<file path="config.mk">
export PLATFORM = sky130hd
export DESIGN_NAME = fix_tag_value_parser_top
export DESIGN_NICKNAME = d
export VERILOG_FILES = /design/src/design/ftvp_pkg.sv /design/src/design/fix_tag_value_parser_top.sv /design/src/design/ftvp_parser.sv
export SDC_FILE = /design/constraint.sdc
export NUM_CORES = 1
export LEC_CHECK = 0
export BUFFER_PORTS_ARGS = -buffer_cell sky130_fd_sc_hd__buf_4
export CORE_MARGIN = 8
export CORE_UTILIZATION = 57
export DETAILED_ROUTE_END_ITERATION = 12
export HOLD_SLACK_MARGIN = 0.12
export PLACE_DENSITY = 0.88
export SKIP_LAST_GASP = 1
export SLEW_MARGIN = 20
export SYNTH_ARGS = -nofsm -noshare
export SYNTH_HDL_FRONTEND = slang
export SYNTH_HIERARCHICAL = 1
export SYNTH_SLANG_ARGS = --single-unit
</file>
<file path="constraint.sdc">
create_clock -name clk -period 7.9 [get_ports clk]
set_input_delay 2.37 -clock clk [delete_from_list [all_inputs] [get_ports clk]]
set_output_delay 2.37 -clock clk [all_outputs]
set_load 0.02 [all_outputs]
</file>
<file path="src/design/ftvp_pkg.sv">
// ftvp_pkg: shared types and constants of the FIX tag=value parser.
// Holds the result record, configuration record, message state and codes.
// No dependencies.
package ftvp_pkg;

    localparam int TAG_OUT_BITS   = 20;
    localparam int LEN_OUT_BITS   = 16;
    localparam int GIVEN_BITS     = 10;
    localparam int GIVEN_MAX      = 1023;
    localparam int CFG_INDEX_BITS = 4;
    localparam int CFG_DATA_BITS  = 20;
    localparam int FIFO_DEPTH     = 4;
    localparam int FIFO_PTR_BITS  = 2;
    localparam int FIFO_CNT_BITS  = 3;

    localparam logic [7:0] CH_ZERO  = 8'h30;
    localparam logic [7:0] CH_ONE   = 8'h31;
    localparam logic [7:0] CH_NINE  = 8'h39;
    localparam logic [7:0] CH_EQUAL = 8'h3D;
    localparam logic [7:0] CH_PLUS  = 8'h2B;
    localparam logic [7:0] CH_MINUS = 8'h2D;
    localparam logic [7:0] CH_SPACE = 8'h20;
    localparam logic [7:0] CH_TAB   = 8'h09;
    localparam logic [7:0] CH_CR    = 8'h0D;

    localparam logic OP_DATA = 1'b0;
    localparam logic OP_END  = 1'b1;

    localparam logic [CFG_INDEX_BITS-1:0] CFG_DELIMITER    = 4'd0;
    localparam logic [CFG_INDEX_BITS-1:0] CFG_BEGIN_TAG    = 4'd1;
    localparam logic [CFG_INDEX_BITS-1:0] CFG_TYPE_TAG     = 4'd2;
    localparam logic [CFG_INDEX_BITS-1:0] CFG_CHECKSUM_TAG = 4'd3;

    typedef enum logic [1:0] {
        KIND_VALUE     = 2'd0,
        KIND_FIELD_END = 2'd1,
        KIND_MSG_END   = 2'd2
    } kind_t;

    typedef enum logic [2:0] {
        ST_OK        = 3'd0,
        ST_EMPTY     = 3'd1,
        ST_MALFORMED = 3'd2,
        ST_NO_BEGIN  = 3'd3,
        ST_NO_TYPE   = 3'd4
    } status_t;

    typedef enum logic [1:0] {
        PH_BETWEEN = 2'd0,
        PH_TAG     = 2'd1,
        PH_VALUE   = 2'd2
    } phase_t;

    typedef enum logic [1:0] {
        SG_NONE   = 2'd0,
        SG_DIGITS = 2'd1,
        SG_NEG    = 2'd2,
        SG_STOP   = 2'd3
    } sign_t;

    typedef enum logic [2:0] {
        TR_START  = 3'd0,
        TR_TAG    = 3'd1,
        TR_DIGITS = 3'd2,
        TR_DONE   = 3'd3,
        TR_FAIL   = 3'd4
    } trailer_t;

    typedef struct packed {
        logic [7:0]               delimiter;
        logic [CFG_DATA_BITS-1:0] begin_tag;
        logic [CFG_DATA_BITS-1:0] type_tag;
        logic [CFG_DATA_BITS-1:0] checksum_tag;
    } cfg_t;

    localparam cfg_t CFG_RESET = '{
        delimiter:    8'd1,
        begin_tag:    20'd8,
        type_tag:     20'd35,
        checksum_tag: 20'd10
    };

    typedef struct packed {
        kind_t                   kind;
        logic [TAG_OUT_BITS-1:0] tag;
        logic [7:0]              value_byte;
        logic [LEN_OUT_BITS-1:0] value_length;
        status_t                 status;
        logic                    checksum_ok;
        logic [7:0]              checksum_computed;
        logic [GIVEN_BITS-1:0]   checksum_given;
        logic                    last;
    } result_t;

    typedef struct packed {
        logic [1:0]    count;
        result_t [1:0] res;
    } step_t;

    typedef struct packed {
        phase_t                   phase;
        logic                     failed;
        sign_t                    sign;
        logic                     seen_begin;
        logic                     seen_type;
        logic                     byte_seen;
        logic [7:0]               running_sum;
        logic [7:0]               sum_last;
        logic [7:0]               sum_prev;
        logic [1:0]               delim_count;
        logic                     last_was_delim;
        trailer_t                 tmatch;
        logic [GIVEN_BITS-1:0]    tdigits;
        trailer_t                 prev_tmatch;
        logic [GIVEN_BITS-1:0]    prev_tdigits;
        logic [CFG_DATA_BITS-1:0] ttag;
    } msg_state_t;

    localparam msg_state_t MSG_CLEAR = '{
        phase:          PH_BETWEEN,
        failed:         1'b0,
        sign:           SG_NONE,
        seen_begin:     1'b0,
        seen_type:      1'b0,
        byte_seen:      1'b0,
        running_sum:    8'd0,
        sum_last:       8'd0,
        sum_prev:       8'd0,
        delim_count:    2'd0,
        last_was_delim: 1'b0,
        tmatch:         TR_START,
        tdigits:        10'd0,
        prev_tmatch:    TR_START,
        prev_tdigits:   10'd0,
        ttag:           20'd0
    };

endpackage

</file>
<file path="src/design/fix_tag_value_parser_top.sv">
// fix_tag_value_parser_top: FIX tag=value parser, config registers and result queue.
// A result is queued when its request is accepted and is offered from the queue head.
// Throughput: one request per cycle; an end request yields up to two results, drained one
// per cycle while out_ready is high from a four-entry queue; input stalls at three or more.
// Reset: config returns to defaults, message state and queue clear at once.
// Depends on ftvp_pkg and ftvp_parser.
module fix_tag_value_parser_top #(
    parameter int TAG_BITS    = 20,
    parameter int LENGTH_BITS = 16
) (
    input  logic                                  clk,
    input  logic                                  rst_n,
    input  logic                                  in_valid,
    output logic                                  in_ready,
    input  logic                                  opcode,
    input  logic [7:0]                            data_byte,
    input  logic                                  cfg_valid,
    output logic                                  cfg_ready,
    input  logic [ftvp_pkg::CFG_INDEX_BITS-1:0]   cfg_index,
    input  logic [ftvp_pkg::CFG_DATA_BITS-1:0]    cfg_data,
    output logic                                  out_valid,
    input  logic                                  out_ready,
    output logic [1:0]                            kind,
    output logic [ftvp_pkg::TAG_OUT_BITS-1:0]     tag,
    output logic [7:0]                            value_byte,
    output logic [ftvp_pkg::LEN_OUT_BITS-1:0]     value_length,
    output logic [2:0]                            status,
    output logic                                  checksum_ok,
    output logic [7:0]                            checksum_computed,
    output logic [ftvp_pkg::GIVEN_BITS-1:0]       checksum_given,
    output logic                                  last
);
    import ftvp_pkg::*;

    cfg_t                     cfg_reg;
    step_t                    step;
    logic                     accept, pop;
    result_t                  fifo_mem [FIFO_DEPTH];
    result_t                  head;
    logic [FIFO_PTR_BITS-1:0] wr_ptr_reg, rd_ptr_reg, wr_ptr_inc;
    logic [FIFO_CNT_BITS-1:0] fill_reg;

    assign cfg_ready = 1'b1;
    assign in_ready  = fill_reg <= FIFO_CNT_BITS'(FIFO_DEPTH - 2);
    assign accept    = in_valid && in_ready;
    assign out_valid = fill_reg != '0;
    assign pop       = out_valid && out_ready;

    always_ff @(posedge clk or negedge rst_n)
    begin
        if (!rst_n)
            cfg_reg <= CFG_RESET;
        else if (cfg_valid && cfg_ready)
        begin
            unique case (cfg_index)
                CFG_DELIMITER:    cfg_reg.delimiter    <= cfg_data[7:0];
                CFG_BEGIN_TAG:    cfg_reg.begin_tag    <= cfg_data;
                CFG_TYPE_TAG:     cfg_reg.type_tag     <= cfg_data;
                CFG_CHECKSUM_TAG: cfg_reg.checksum_tag <= cfg_data;
                default:
                begin
                end
            endcase
        end
    end

    ftvp_parser #(
        .TAG_BITS    (TAG_BITS),
        .LENGTH_BITS (LENGTH_BITS)
    ) u_parser (
        .clk       (clk),
        .rst_n     (rst_n),
        .accept    (accept),
        .opcode    (opcode),
        .data_byte (data_byte),
        .cfg       (cfg_reg),
        .step      (step)
    );

    assign wr_ptr_inc = wr_ptr_reg + FIFO_PTR_BITS'(1);

    always_ff @(posedge clk)
    begin
        if (step.count != 2'd0)
            fifo_mem[wr_ptr_reg] <= step.res[0];
        if (step.count == 2'd2)
            fifo_mem[wr_ptr_inc] <= step.res[1];
    end

    always_ff @(posedge clk or negedge rst_n)
    begin
        if (!rst_n)
        begin
            wr_ptr_reg <= '0;
            rd_ptr_reg <= '0;
            fill_reg   <= '0;
        end
        else
        begin
            wr_ptr_reg <= wr_ptr_reg + FIFO_PTR_BITS'(step.count);
            rd_ptr_reg <= rd_ptr_reg + FIFO_PTR_BITS'(pop);
            fill_reg   <= fill_reg + FIFO_CNT_BITS'(step.count) - FIFO_CNT_BITS'(pop);
        end
    end

    assign head              = fifo_mem[rd_ptr_reg];
    assign kind              = head.kind;
    assign tag               = head.tag;
    assign value_byte        = head.value_byte;
    assign value_length      = head.value_length;
    assign status            = head.status;
    assign checksum_ok       = head.checksum_ok;
    assign checksum_computed = head.checksum_computed;
    assign checksum_given    = head.checksum_given;
    assign last              = head.last;

    a_fill_bound: assert property (@(posedge clk) disable iff (!rst_n)
        fill_reg <= FIFO_CNT_BITS'(FIFO_DEPTH))
        else $error("result queue overfilled");

    a_end_gives_result: assert property (@(posedge clk) disable iff (!rst_n)
        (accept && (opcode == OP_END)) |=> out_valid)
        else $error("end request produced no result");

    a_value_is_last: assert property (@(posedge clk) disable iff (!rst_n)
        (out_valid && (kind == KIND_VALUE)) |-> last)
        else $error("value byte result not marked last");

    a_field_then_end: assert property (@(posedge clk) disable iff (!rst_n)
        (pop && (kind == KIND_FIELD_END) && !last) |=> (out_valid && (kind == KIND_MSG_END)))
        else $error("closing field end not followed by message end");

endmodule

</file>
<file path="src/design/ftvp_parser.sv">
// ftvp_parser: per-byte message state and result generation of the parser.
// One accepted request updates the state and yields up to two results.
// Depends on ftvp_pkg.
module ftvp_parser #(
    parameter int TAG_BITS    = 20,
    parameter int LENGTH_BITS = 16
) (
    input  logic            clk,
    input  logic            rst_n,
    input  logic            accept,
    input  logic            opcode,
    input  logic [7:0]      data_byte,
    input  ftvp_pkg::cfg_t  cfg,
    output ftvp_pkg::step_t step
);
    import ftvp_pkg::*;

    localparam int TAG_WIDE   = TAG_BITS + 4;
    localparam int TRAIL_WIDE = CFG_DATA_BITS + 4;
    localparam int DIG_WIDE   = GIVEN_BITS + 4;
    localparam int CMP_BITS   = (TAG_BITS > CFG_DATA_BITS) ? TAG_BITS : CFG_DATA_BITS;
    localparam logic [TAG_BITS-1:0]      TAG_MAX   = {TAG_BITS{1'b1}};
    localparam logic [LENGTH_BITS-1:0]   LEN_MAX   = {LENGTH_BITS{1'b1}};
    localparam logic [CFG_DATA_BITS-1:0] TRAIL_MAX = {CFG_DATA_BITS{1'b1}};

    msg_state_t             st_reg, st_next;
    logic [TAG_BITS-1:0]    accum_reg, accum_next;
    logic [LENGTH_BITS-1:0] count_reg, count_next;

    logic                   is_delim, is_digit, is_space;
    logic [3:0]             digit;
    logic [TAG_WIDE-1:0]    tag_wide;
    logic [TAG_BITS-1:0]    tag_sat;
    logic [TRAIL_WIDE-1:0]  trail_wide;
    logic                   trail_over;
    logic [DIG_WIDE-1:0]    dig_wide;
    logic [GIVEN_BITS-1:0]  dig_sat;
    logic [7:0]             sum_new;

    logic                   close_ok, close_field, close_fail;
    logic                   accum_is_begin, accum_is_type;
    logic                   end_failed, end_begin, end_type;
    status_t                end_status;
    logic                   found, has_given;
    logic [7:0]             comp_sel, comp;
    trailer_t               tm_sel;
    logic [GIVEN_BITS-1:0]  td_sel, given;

    result_t                fe_res, msg_res, val_res;

    assign is_delim = (data_byte == cfg.delimiter);
    assign is_digit = (data_byte >= CH_ZERO) && (data_byte <= CH_NINE);
    assign is_space = (data_byte == CH_SPACE) || ((data_byte >= CH_TAB) && (data_byte <= CH_CR));
    assign digit    = data_byte[3:0];

    assign tag_wide = TAG_WIDE'({accum_reg, 3'b000}) + TAG_WIDE'({accum_reg, 1'b0})
                    + TAG_WIDE'(digit);
    assign tag_sat  = (tag_wide > TAG_WIDE'(TAG_MAX)) ? TAG_MAX : tag_wide[TAG_BITS-1:0];

    assign trail_wide = TRAIL_WIDE'({st_reg.ttag, 3'b000}) + TRAIL_WIDE'({st_reg.ttag, 1'b0})
                      + TRAIL_WIDE'(digit);
    assign trail_over = trail_wide > TRAIL_WIDE'(TRAIL_MAX);

    assign dig_wide = DIG_WIDE'({st_reg.tdigits, 3'b000}) + DIG_WIDE'({st_reg.tdigits, 1'b0})
                    + DIG_WIDE'(digit);
    assign dig_sat  = (dig_wide > DIG_WIDE'(GIVEN_MAX)) ? GIVEN_BITS'(GIVEN_MAX)
                                                        : dig_wide[GIVEN_BITS-1:0];

    assign sum_new = st_reg.running_sum + data_byte;

    assign close_ok       = st_reg.byte_seen && !st_reg.failed;
    assign close_field    = close_ok && (st_reg.phase == PH_VALUE);
    assign close_fail     = close_ok && (st_reg.phase == PH_TAG);
    assign accum_is_begin = CMP_BITS'(accum_reg) == CMP_BITS'(cfg.begin_tag);
    assign accum_is_type  = CMP_BITS'(accum_reg) == CMP_BITS'(cfg.type_tag);
    assign end_failed     = st_reg.failed || close_fail;
    assign end_begin      = st_reg.seen_begin || (close_field && accum_is_begin);
    assign end_type       = st_reg.seen_type || (close_field && accum_is_type);

    always_comb
    begin
        if (!st_reg.byte_seen)
            end_status = ST_EMPTY;
        else if (end_failed)
            end_status = ST_MALFORMED;
        else if (!end_begin)
            end_status = ST_NO_BEGIN;
        else if (!end_type)
            end_status = ST_NO_TYPE;
        else
            end_status = ST_OK;
    end

    always_comb
    begin
        if (st_reg.last_was_delim)
        begin
            found    = st_reg.byte_seen && (st_reg.delim_count >= 2'd2);
            comp_sel = st_reg.sum_prev;
            tm_sel   = st_reg.prev_tmatch;
            td_sel   = st_reg.prev_tdigits;
        end
        else
        begin
            found    = st_reg.byte_seen && (st_reg.delim_count >= 2'd1);
            comp_sel = st_reg.sum_last;
            tm_sel   = st_reg.tmatch;
            td_sel   = st_reg.tdigits;
        end
    end

    assign has_given = found && ((tm_sel == TR_DIGITS) || (tm_sel == TR_DONE));
    assign comp      = found ? comp_sel : 8'd0;
    assign given     = has_given ? td_sel : '0;

    always_comb
    begin
        fe_res              = '0;
        fe_res.kind         = KIND_FIELD_END;
        fe_res.tag          = TAG_OUT_BITS'(accum_reg);
        fe_res.value_length = LEN_OUT_BITS'(count_reg);
        fe_res.last         = 1'b1;

        val_res             = '0;
        val_res.kind        = KIND_VALUE;
        val_res.tag         = TAG_OUT_BITS'(accum_reg);
        val_res.value_byte  = data_byte;
        val_res.last        = 1'b1;

        msg_res                   = '0;
        msg_res.kind              = KIND_MSG_END;
        msg_res.status            = end_status;
        msg_res.checksum_ok       = has_given && (GIVEN_BITS'(comp) == given);
        msg_res.checksum_computed = comp;
        msg_res.checksum_given    = given;
        msg_res.last              = 1'b1;
    end

    always_comb
    begin
        st_next    = st_reg;
        accum_next = accum_reg;
        count_next = count_reg;
        step       = '0;

        if (accept && (opcode == OP_DATA))
        begin
            st_next.byte_seen      = 1'b1;
            st_next.running_sum    = sum_new;
            st_next.last_was_delim = is_delim;

            if (is_delim)
            begin
                st_next.prev_tmatch  = st_reg.tmatch;
                st_next.prev_tdigits = st_reg.tdigits;
                st_next.tmatch       = TR_START;
                st_next.tdigits      = '0;
                st_next.ttag         = '0;
                st_next.sum_prev     = st_reg.sum_last;
                st_next.sum_last     = sum_new;
                if (st_reg.delim_count != 2'd3)
                    st_next.delim_count = st_reg.delim_count + 2'd1;
            end
            else
            begin
                unique case (st_reg.tmatch)
                    TR_START:
                    begin
                        if ((data_byte >= CH_ONE) && (data_byte <= CH_NINE))
                        begin
                            st_next.ttag   = CFG_DATA_BITS'(digit);
                            st_next.tmatch = TR_TAG;
                        end
                        else
                            st_next.tmatch = TR_FAIL;
                    end
                    TR_TAG:
                    begin
                        if (is_digit)
                        begin
                            st_next.ttag = trail_wide[CFG_DATA_BITS-1:0];
                            if (trail_over)
                                st_next.tmatch = TR_FAIL;
                        end
                        else if (data_byte == CH_EQUAL)
                            st_next.tmatch = (st_reg.ttag == cfg.checksum_tag) ? TR_DIGITS
                                                                               : TR_FAIL;
                        else
                            st_next.tmatch = TR_FAIL;
                    end
                    TR_DIGITS:
                    begin
                        if (is_digit)
                            st_next.tdigits = dig_sat;
                        else
                            st_next.tmatch = TR_DONE;
                    end
                    default:
                    begin
                    end
                endcase
            end

            if (!st_reg.failed)
            begin
                if (is_delim)
                begin
                    if (st_reg.phase == PH_TAG)
                        st_next.failed = 1'b1;
                    else if (st_reg.phase == PH_VALUE)
                    begin
                        if (accum_is_begin)
                            st_next.seen_begin = 1'b1;
                        if (accum_is_type)
                            st_next.seen_type = 1'b1;
                        step.count     = 2'd1;
                        step.res[0]    = fe_res;
                        st_next.phase  = PH_BETWEEN;
                        st_next.sign   = SG_NONE;
                        accum_next     = '0;
                        count_next     = '0;
                    end
                end
                else if (st_reg.phase == PH_VALUE)
                begin
                    if (count_reg != LEN_MAX)
                        count_next = count_reg + LENGTH_BITS'(1);
                    step.count  = 2'd1;
                    step.res[0] = val_res;
                end
                else if (data_byte == CH_EQUAL)
                begin
                    if (accum_reg == '0)
                        st_next.failed = 1'b1;
                    else
                    begin
                        st_next.phase = PH_VALUE;
                        count_next    = '0;
                    end
                end
                else
                begin
                    st_next.phase = PH_TAG;
                    if ((st_reg.sign == SG_NONE) || (st_reg.sign == SG_DIGITS))
                    begin
                        if (is_digit)
                        begin
                            accum_next   = tag_sat;
                            st_next.sign = SG_DIGITS;
                        end
                        else if ((st_reg.sign == SG_NONE) && is_space)
                            st_next.sign = SG_NONE;
                        else if ((st_reg.sign == SG_NONE) && (data_byte == CH_PLUS))
                            st_next.sign = SG_DIGITS;
                        else if ((st_reg.sign == SG_NONE) && (data_byte == CH_MINUS))
                            st_next.sign = SG_NEG;
                        else
                            st_next.sign = SG_STOP;
                    end
                end
            end
        end
        else if (accept)
        begin
            if (close_field)
            begin
                step.count       = 2'd2;
                step.res[0]      = fe_res;
                step.res[0].last = 1'b0;
                step.res[1]      = msg_res;
            end
            else
            begin
                step.count  = 2'd1;
                step.res[0] = msg_res;
            end
            st_next    = MSG_CLEAR;
            accum_next = '0;
            count_next = '0;
        end
    end

    always_ff @(posedge clk or negedge rst_n)
    begin
        if (!rst_n)
        begin
            st_reg    <= MSG_CLEAR;
            accum_reg <= '0;
            count_reg <= '0;
        end
        else
        begin
            st_reg    <= st_next;
            accum_reg <= accum_next;
            count_reg <= count_next;
        end
    end

endmodule

</file>
Word-level counts from Yosys, hierarchy flattened
Memories as Yosys holds them, arrays and structs flattened. Cells that the tools add are included.

$add $sub $neg: 14. Order comparisons: 11. Equal/unequal tests: 47. Multiplexer cells: 92. Bitwise gates (word level): 1. Reductions and logical operators: 47.

Operators with widths (count): $mux 69 (7); $mux 20 (14); $mux 81 (2); $mux 16 (10); $mux 140 (1); $mux 68 (1); $mux 67 (1); $eq 20x20->1 (3); $mux 10 (5); $add 23x21->24 (2); $add 24x4->24 (2); $gt 24x20->1 const B (2); $pmux 20 s2 (1); $mux 3 (11); $eq 8x6->1 const B (4); $mux 2 (16); $mux 13 (2); $logic_not 20->1 (1); $ne 4x3->1 const B (5); $logic_and 1x1->1 (18); $mux 18 (1); $ne 3x2->1 const B (6); $reduce_and 6->1 (3); $add 16x1->16 const B (1); other kinds (50) (93).

Flip-flop bits (word level): 192. RAM bits: 276. Input bits: 38. Word-level logic and storage cells: 238. Memories: 1.

Memories: fifo_mem (depth 4, width 69, read ports 1, clocked after memory_dff 0, write ports 2, RTL line fix_tag_value_parser_top.sv:38) `result_t fifo_mem [FIFO_DEPTH];`.

Longest topological paths before layout
Depth after elaboration: 15. Depth in mapped cells: 13. Depth with buffers taken out: 12.

Modules after synthesis
Netlist, hierarchy kept.

Modules (own cells, without submodules): fix_tag_value_parser_top (times used 1, cells an instance 860, area an instance 16195.5 µm²); ftvp_parser (times used 1, cells an instance 1269, area an instance 10689.0 µm²).

Worst setup path after synthesis
Ideal clock, no wire load.

Path kind: input port to flip-flop. From: input opcode. To: memory fifo_mem[0][0] (netlist name) (enable). Library setup time: 0.598 ns. Arrival: 8.691 ns. Data required time: 7.302 ns. Slack: -1.389 ns. Stages: 8. Cell sequence: clkbuf_1 -> and2_1 -> clkbuf_1 -> nand3_1 -> inv_1 -> buf_4 -> nor2_1 -> o31ai_1.

RTL lines: start, declared (RTL line fix_tag_value_parser_top.sv:15) `input logic opcode,`; end, declared (RTL line fix_tag_value_parser_top.sv:38).

==> results.sh <==
export IMPL_pre_cts_ws_ns=1.43
export IMPL_tritoncts="done"
export IMPL_ys_flop_type="edfxtp_1"
export IMPL_cpPeakStageDelay_ns=0.83
export IMPL_layout_drive_gt1_share_pct=28.8
export IMPL_dp_hpwl_um=42100
export IMPL_ys_warn_count=6
export IMPL_synth_area_leaders="edfxtp_1 31%, dfrtp_1 17%, mux2_2 14%"
export IMPL_async_reset_ff_share_pct=40.9
export IMPL_syn_mean_instance_area_um2=12.6
export IMPL_grt_pass1_vias=18700
export IMPL_synth_top_cell_by_area="edfxtp_1"
export IMPL_htreeDepth=2
export IMPL_yosysSeqAreaShare_pct=48.6
export IMPL_die_area_mm2=0.0544
export IMPL_drv_slew=0
export IMPL_post_route_util_pct=63.6
export IMPL_layout_nets=2361
export IMPL_post_cts_resized=0
export IMPL_critPathLaunchType="input port"
export IMPL_worstReg2RegStart="fill_reg[0]$_DFF_PN0_"
export IMPL_drc=0
export IMPL_syn_inst=2129
export IMPL_grtUsageTotal_pct=23.7
export IMPL_fin_crit_sh_pct=71.5
export IMPL_powerDensity_mw_per_mm2=269
export IMPL_num_io_pins=110
export IMPL_syn_area_mm2=0.0269
export IMPL_postRouteAntennaNets=0
export IMPL_finalSetupViolCount=0
export IMPL_grt_overflow=0
export IMPL_switchingPower_w=0.00270
export IMPL_multi_input_area_mm2=0.0130
export IMPL_first_pass_iters=5
export IMPL_core_mm2=0.0466
export IMPL_pwr_share_seq_pct=40.4
export IMPL_clk_latency_ns=0.59
export IMPL_die_y_um=233
export IMPL_p_clk_share_pct=28.5
export IMPL_fmax_mhz=177
export IMPL_fill_cells=3244
export IMPL_drt_total_wl_um=64800
export IMPL_maxUsedRoutingLayer="met5"
export IMPL_drt_iter0_markers=1570
export IMPL_cts_buffer_depth=3
export IMPL_fp_row_count=79
export IMPL_synth_edf_count=276
export IMPL_vias=18100
export IMPL_leakage_nw=12.4
export IMPL_yosysMostFrequentCell="mux2_2"
export IMPL_worst_setup_path_type="in -> reg"
export IMPL_synth_top_area_share_pct=30.8
export IMPL_hold_depth=2
export IMPL_setup_tns_ns=0
export IMPL_port_buffers=108
export IMPL_met1_length_um=25700
export IMPL_largest_reg_flops=276
export IMPL_finalClockSkew_ns=0.0107
export IMPL_startpoint="in_valid"
export IMPL_hold_class="reg -> reg"
export IMPL_ys_ff_latch=467
export IMPL_swShare_pct=33.8
export IMPL_initial_core_util_pct=57.7
export IMPL_clock_sinks=467
export IMPL_wl_met3_um=5130
export IMPL_postCtsHoldBufs=0
export IMPL_worstSetupEndpointType="flip-flop"
export IMPL_cts_buffers=49
export IMPL_critPathSlowestCell="buf_4"
export IMPL_fin_ws_ns=2.25
export IMPL_maxCapViolCount=0
export IMPL_cts_setup_buffers=0
export IMPL_root_buffer="clkbuf_16"
export IMPL_hold_violations=0
export IMPL_grt_max_degree=82
export IMPL_cp_required_ns=8.24
export IMPL_gp_congestion=0.888
export IMPL_cp_common_cell="buf_4"
export IMPL_pwr_share_comb_pct=31.1
export IMPL_cp_arrival_ns=5.98
export IMPL_seqCellArea_mm2=0.0131
export IMPL_status="completed"
export IMPL_min_period_ns=5.65
export IMPL_die_width_um=233
export IMPL_detail_route_wl_per_cell_um=22.7
export IMPL_routed_via_density=6.36
export IMPL_vdd_drop_max_v=0.000260
export IMPL_dr_wl_met2_um=32300
export IMPL_maxSlewHeadroom_pct=25.4
export IMPL_crit_path_cell_trace="buf_4 > and2_1 > buf_4 > and2_1 > nand3_1 > inv_1 > nor2b_2 > and3b_2 > buf_4 > mux2_2"
export IMPL_syn2layout_area_growth_pct=10.2
export IMPL_worst_path_max_fanout=69
export IMPL_hold_start="u_parser/st_reg[55]$_DFFE_PN0P_"
export IMPL_rsz0062_at_grt="no"
export IMPL_worst_pin_slew_ns=1.12
export IMPL_clk_pin_slew_worst_paths_ns=0.06
export IMPL_grt_pass1_wl_um=102000
export IMPL_p_int_w=0.00527
export IMPL_netlist_top_cells_count="335 x mux2_2, 276 x edfxtp_1, 184 x dfrtp_1, 124 x nand2_1, 111 x ha_1"
export IMPL_reg2reg_depth=10
export IMPL_synthDistinctLibCells=81
export IMPL_antenna_found_initial=1
export IMPL_n_antenna_cell=0
## final timing paths
kind | endpoint | slack [ns]
max in group asynchronous | rd_ptr_reg[0]$_DFF_PN0_ | 4.97
max reg2reg | fifo_mem[2][31]$_DFFE_PP_ | 3.35
min in group asynchronous | u_parser/st_reg[16]$_DFFE_PN0P_ | 1.76
max | fifo_mem[2][31]$_DFFE_PP_ | 2.25
min | u_parser/st_reg[55]$_DFFE_PN0P_ | 0.50
min reg2reg | u_parser/st_reg[55]$_DFFE_PN0P_ | 0.50
## critical path: cells and delay by family
kind	cells	cell delay, ns
muxes	1	0.43
and+or+nand+nor	5	1.39
buffers and inverters	4	1.70
## area by class of cell
| type | instances | share of cell area, % |
|---|---|---|
| clock buffers | 74 | 4.80 |
| well taps | 607 | 2.56 |
| multi-input cells | 1501 | 43.8 |
| repair buffers | 135 | 3.57 |
| clock inverters | 18 | 0.486 |
| flip-flops and latches | 467 | 44.1 |
| inverters | 50 | 0.633 |
## cells in the final DEF, fill, tap and decap left out, types with 14 or more instances in the layout
master / n
inv_1: 50
nor2b_1: 47
nand4_1: 16
nand2_1: 124
nor4_1: 23
a21oi_1: 87
nand2b_1: 14
clkbuf_16: 51
nor3_1: 19
o21ai_0: 62
ha_1: 111
nand3_1: 47
a21o_1: 18
dfrtp_1: 182
edfxtp_1: 276
xor2_1: 67
mux2i_1: 22
mux2_2: 335
clkbuf_1: 17
xnor2_1: 60
nor2_1: 108
buf_4: 131
conb_1: 46
mux4_2: 69
a22o_1: 15
## cell families after synthesis
logic type               count (synthesis)  share of synthesized area, %
AO/OA/AOI/OAI                          299                          7.38
XOR/XNOR                               127                          4.14
adder cells (fa/ha/maj)                119                          5.76
buffers and inverters                  205                          3.95
flip-flops                             467                          48.6
multiplexers                           439                          21.2
other                                    2                        0.0279
AND/OR/NAND/NOR                        471                          8.93
## metal layers
layer / vias to the layer above / GRT usage (%)
met5: - / 0.735
li1: 8064 / -
met4: 4 / 7.72
met1: 9198 / 29.8
met3: 120 / 4.62
met2: 740 / 40.6
## power groups by stage
stage,Clock (W),Combinational (W),Sequential [W]
2_1_floorplan,0,0.00182,0.00305
3_3_place_gp,0,0.00240,0.00324
3_5_place_dp,0,0.00245,0.00327
4_1_cts,0.00229,0.00247,0.00322
5_1_grt,0.00237,0.00267,0.00326
6_report,0.00227,0.00248,0.00322
## per-stage QoR
step / cell area [um^2] / instances / total power (W) / hold WS, ns
6_report: 29600 / 2852 / 0.00797 / 0.499
5_1_grt: 29600 / 2852 / 0.00830 / 0.518
4_1_cts: 29600 / 2850 / 0.00798 / 0.500
3_5_place_dp: 28000 / 2758 / 0.00571 / 0.485
3_3_place_gp: 28000 / 2758 / 0.00565 / 0.477
2_1_floorplan: 27100 / 2173 / 0.00486 / 0.455
No activity file was read; power rests on OpenSTA's default activity.
